--- src/rtl/hdist_pkg.sv ---
// Shared constants, types and the CORDIC angle table for the haversine distance pipeline.
package hdist_pkg;

	typedef logic [30:0] q30_t;

	localparam int CORDIC_STAGES = 20;
	localparam int ISQRT_STAGES  = 31;

	localparam logic signed [23:0] LAT_MAX = 24'sd5898240;
	localparam logic signed [23:0] LAT_MIN = -24'sd5898240;
	localparam logic signed [24:0] LON_MAX = 25'sd11796480;
	localparam logic signed [24:0] LON_MIN = -25'sd11796480;

	localparam logic [23:0] DEG90_Q16  = 24'd5898240;
	localparam logic [24:0] DEG180_Q16 = 25'd11796480;

	localparam q30_t        ONE_Q30          = 31'd1073741824;
	localparam logic [32:0] CORDIC_INV_GAIN  = 33'd652032875;
	localparam logic [30:0] DEG_TO_KM256_Q16 = 31'd1865538680;

	// CORDIC elementary angles, degrees Q16
	function automatic logic signed [25:0] atan_deg(input int i);
		logic signed [25:0] r;
		begin
			case (i)
				0:  r = 26'sd2949120;
				1:  r = 26'sd1740967;
				2:  r = 26'sd919879;
				3:  r = 26'sd466945;
				4:  r = 26'sd234379;
				5:  r = 26'sd117266;
				6:  r = 26'sd58666;
				7:  r = 26'sd29335;
				8:  r = 26'sd14668;
				9:  r = 26'sd7334;
				10: r = 26'sd3667;
				11: r = 26'sd1833;
				12: r = 26'sd917;
				13: r = 26'sd458;
				14: r = 26'sd229;
				15: r = 26'sd115;
				16: r = 26'sd57;
				17: r = 26'sd29;
				18: r = 26'sd14;
				19: r = 26'sd7;
				default: r = 26'sd0;
			endcase
			return r;
		end
	endfunction

	// Clamp a signed value into [0, 1.0] in Q30
	function automatic q30_t clamp_q30(input logic signed [33:0] v);
		q30_t r;
		begin
			if (v[33])
				r = '0;
			else if (v > $signed({3'b000, ONE_Q30}))
				r = ONE_Q30;
			else
				r = v[30:0];
			return r;
		end
	endfunction

endpackage

--- src/rtl/hdist_isqrt.sv ---
// Pipelined integer floor square root, one result bit per stage.
module hdist_isqrt (
	input  logic             clk,
	input  logic             arst_n,
	input  logic             in_valid,
	input  logic [60:0]      arg,
	output logic             out_valid,
	output hdist_pkg::q30_t  root
);

	localparam int N = hdist_pkg::ISQRT_STAGES;

	logic [60:0] pv [N];
	logic [61:0] pr [N];
	logic [60:0] v_rem_sn [N];
	logic [61:0] r_sn [N];
	logic [N-1:0] v_sn;

	// Feed each stage from the one before it
	always_comb begin
		pv[0] = arg;
		pr[0] = '0;
		for (int j = 1; j < N; j++) begin
			pv[j] = v_rem_sn[j-1];
			pr[j] = r_sn[j-1];
		end
	end

	// Try one result bit per stage, most significant first
	always_ff @(posedge clk) begin
		for (int j = 0; j < N; j++) begin
			if ({1'b0, pv[j]} >= pr[j] + (62'd1 << (2 * (N - 1 - j)))) begin
				v_rem_sn[j] <= pv[j] - 61'(pr[j] + (62'd1 << (2 * (N - 1 - j))));
				r_sn[j]     <= (pr[j] >> 1) + (62'd1 << (2 * (N - 1 - j)));
			end else begin
				v_rem_sn[j] <= pv[j];
				r_sn[j]     <= pr[j] >> 1;
			end
		end
	end

	// Advance valid bits alongside the data
	always_ff @(posedge clk or negedge arst_n) begin
		if (!arst_n)
			v_sn <= '0;
		else
			v_sn <= {v_sn[N-2:0], in_valid};
	end

	assign out_valid = v_sn[N-1];
	assign root      = r_sn[N-1][30:0];

endmodule

--- config.mk ---
export PLATFORM = sky130hd
export DESIGN_NAME = hdist_isqrt
export DESIGN_NICKNAME = d
export VERILOG_FILES = /design/src/rtl/hdist_pkg.sv /design/src/rtl/hdist_isqrt.sv
export SDC_FILE = /design/constraint.sdc
export NUM_CORES = 2
export LEC_CHECK = 0
export BUFFER_PORTS_ARGS = -buffer_cell sky130_fd_sc_hd__buf_2
export CAP_MARGIN = 20
export CORE_MARGIN = 1.5
export CORE_UTILIZATION = 45
export DETAILED_ROUTE_END_ITERATION = 16
export PLACE_DENSITY = 0.71
export SYNTH_ARGS = -nofsm -noshare
export SYNTH_HDL_FRONTEND = slang
export SYNTH_SLANG_ARGS = --single-unit
--- constraint.sdc ---
create_clock -name clk -period 4.67 [get_ports clk]
set_input_delay 0.7005 -clock clk [delete_from_list [all_inputs] [get_ports clk]]
set_output_delay 0.7005 -clock clk [all_outputs]
set_load 0.03 [all_outputs]
==> results.cfg <==
[layout]
drive_gt1_share_pct = 7.75
areaGrowthSynthToFinish_pct = 14.3
final_cell_count_no_fill = 11900
fillers = 17200
post-route-cell-area_sq_um = 101000
final_util_pct = 51.8
nets = 9644

[placed_design]
hpwl_um = 168000
gp_congestion = 0.924
place_inst = 11400
port_buffers = 95
place_area_sq_um = 91900

[floorplan]
core_area_sq_um = 195000
initial_core_util_pct = 45.3
rows = 162
die_area_sq_um = 199000
dieWidth_um = 446
die-height_um = 446
ios = 96

[clock_network]
cts-root-buf = clkbuf_16
tritoncts.num_buffers = 228
cts_tree = yes
cts_max_level = 4
post_cts_resize_count = 0
path_clk_slew_ns = 0.06
cts_sinks = 2357
cts_setup_buffers = 0
clkLatencyLatePin_ns = 0.87
clockBufferDepth = 3

[timing]
rsz0062_at_grt = no
finalSetupViolations = 0
slew_viol_final = 0
hold_viol = 0
slew_headroom_pct = 26.9
min_period_over_period_pct = 92.4
skew_ns = 0.0725
fmax_mhz = 232
finalSetupTns_ns = 0
post-route-min-period_ns = 4.32
worst_pin_slew_ns = 1.09

[critical_path]
cp_num_buf_inv = 4
path_delay_family = compound AO/OA/AOI/OAI gates
cp_slowest_cell = o21ai_0
setup.worst_path.class = flop to flop
endpoint_kind = flop
worstSetupStartpointType = flop
critPathMaxStageDelay_ns = 0.52
path_cells = inv_1 -> ha_1 -> nor2b_1 -> o31a_1 -> o31a_1 -> o21ai_0 -> o21ai_0 -> a211oi_1 -> buf_4 -> o21a_1 -> inv_1 -> buf_4 -> mux2_2
critPathArrivalTime_ns = 5.01
r2r_slack_ns = 0.35
crit_required_ns = 5.36
path_max_fanout = 48

[detailed_routing]
drt-initial-drc-count = 4385
drc = 0
wl_per_cell_um = 18.3
num_vias = 63000
via_per_inst = 5.30
postRouteAntennaNets = 0
wl_um = 218000
firstDrtPassIters = 8

[grt]
grt_overflow = 0
grt_use_total_pct = 21.5
grt_pass1_wl_um = 340000
antenna_found_initial = 9
first_global_vias = 62600
grt_start_max_net_pins = 59

[logic_synthesis]
synth_cell_types = 90
synth_area_leader_cell = dfxtp_1
synth_area_sq_um = 88300
yosysWarnings = 0
synth.most_common_cell = dfxtp_1
synthArstFlopShare_pct = 1.32
synth-edff-count = 0
synthFlopType = dfxtp_1
synth-seq-area-share_pct = 53.6
syn_nets = 9378
synth_top_cell_area_share_pct = 52.7
synthTopCellsByArea = dfxtp_1, ha_1, xnor2_1
synth_commonest_cells = dfxtp_1, inv_1, nor2_1
synth_seq_cells = 2357
synth_cells = 8790
syn_area_per_cell_sq_um = 10.0

[hold_path]
hp-class = flop to flop

[run]
maxCapViolations = 0

[pwr]
totalPowerFinal_w = 0.0649
powerDensity_nw_per_um2 = 643
leakagePower_nw = 45.9
max-vdd-ir-drop_v = 0.000396

[run_status]
status = completed
## flip-flops by register name (all words and copies together), names as in the netlist
signal / flops
v_rem_sn: 1830
r_sn: 496
v_sn: 31
## per-layer routing
metal | wire length (um) | vias up | GRT usage [%] | part of all wire, %
met5 | 0 | - | 0 | 0
met4 | 7530 | 0 | 8.12 | 3.5
met3 | 11200 | 409 | 3.46 | 5.2
met2 | 105000 | 1582 | 37.3 | 48
met1 | 93500 | 29900 | 26.6 | 43
li1 | - | 31100 | - | -
## cell families (layout without fill, tap and decap cells)
kind of cell             Yosys count  in the layout  share of synthesized area, %
buffers and inverters            814           1278                          3.50
AND/OR/NAND/NOR                 2576           2576                          15.0
adder cells (fa/ha/maj)          524            524                          7.44
AO/OA/AOI/OAI                   1640           1640                          11.5
other                              1              6                       0.00425
XOR/XNOR                         791            791                          7.85
multiplexers                      87             87                          1.11
flip-flops                      2357           2357                          53.6
## path summary, 6_finish.rpt
kind	from	to	cells after the start
worst min register to register	v_rem_sn[1][257]	v_rem_sn[1][318]	0
worst min-delay path	v_rem_sn[1][257]	v_rem_sn[1][318]	0
min in group asynchronous	arst_n	v_sn[30]	2
worst max-delay path	r_sn[1][628]	v_rem_sn[1][695]	13
max in group asynchronous	arst_n	v_sn[19]	2
worst max register to register	r_sn[1][628]	v_rem_sn[1][695]	13
## cells in the final DEF, fill, tap and decap left out, types with 52 or more instances in the layout
cell / netlist / final
nand2_1: 544 / 544
buf_4: 0 / 52
nor4_1: 314 / 313
ha_1: 523 / 523
clkbuf_16: 0 / 229
nand3_1: 145 / 145
xor2_1: 371 / 371
nand2b_1: 116 / 116
a21o_1: 231 / 231
or3_1: 96 / 96
xnor2_1: 420 / 420
dlygate4sd3_1: 0 / 63
o21ai_0: 342 / 342
or4_1: 57 / 57
inv_1: 635 / 635
nor2_1: 614 / 613
nor3_1: 223 / 222
dfxtp_1: 2326 / 2326
a21oi_1: 599 / 598
nor2b_1: 58 / 58
nand4_1: 137 / 137
buf_2: 4 / 95
o21a_1: 83 / 83
mux2_2: 73 / 73
## where the power goes
part,total (W),switching [W],internal (W)
clock network,0.0198,0.00802,0.0118
registers,0.0287,0.00406,0.0247
logic,0.0163,0.00915,0.00719
## final cells by class
class / count / area, sq um / area share (%)
antenna: 5 / 12.5 / 0.0124
clock buffer: 303 / 6510 / 6.45
clock inverter: 125 / 1900 / 1.88
inverter: 637 / 2390 / 2.37
multi-input combinational: 5619 / 37900 / 37.6
sequential: 2357 / 47300 / 46.9
tap: 2624 / 3280 / 3.25
timing repair buffer: 213 / 1540 / 1.53
## through the flow
step | hold WS (ns) | setup slack (ns)
finish | 0.292 | 0.355
global route | 0.295 | 0.128
CTS | 0.287 | 0.475
detailed placement | 0.327 | 0.562
global placement | 0.327 | 0.626
floorplan | 0.322 | 1.30
## timing repair
| item | in CTS | in global routing |
|---|---|---|
| setup endpoints to repair | 0 | 0 |
| endpoints found under the hold margin | 93 | 0 |
| hold buffers | 63 | 0 |
No activity file was read; power rests on OpenSTA's default activity.
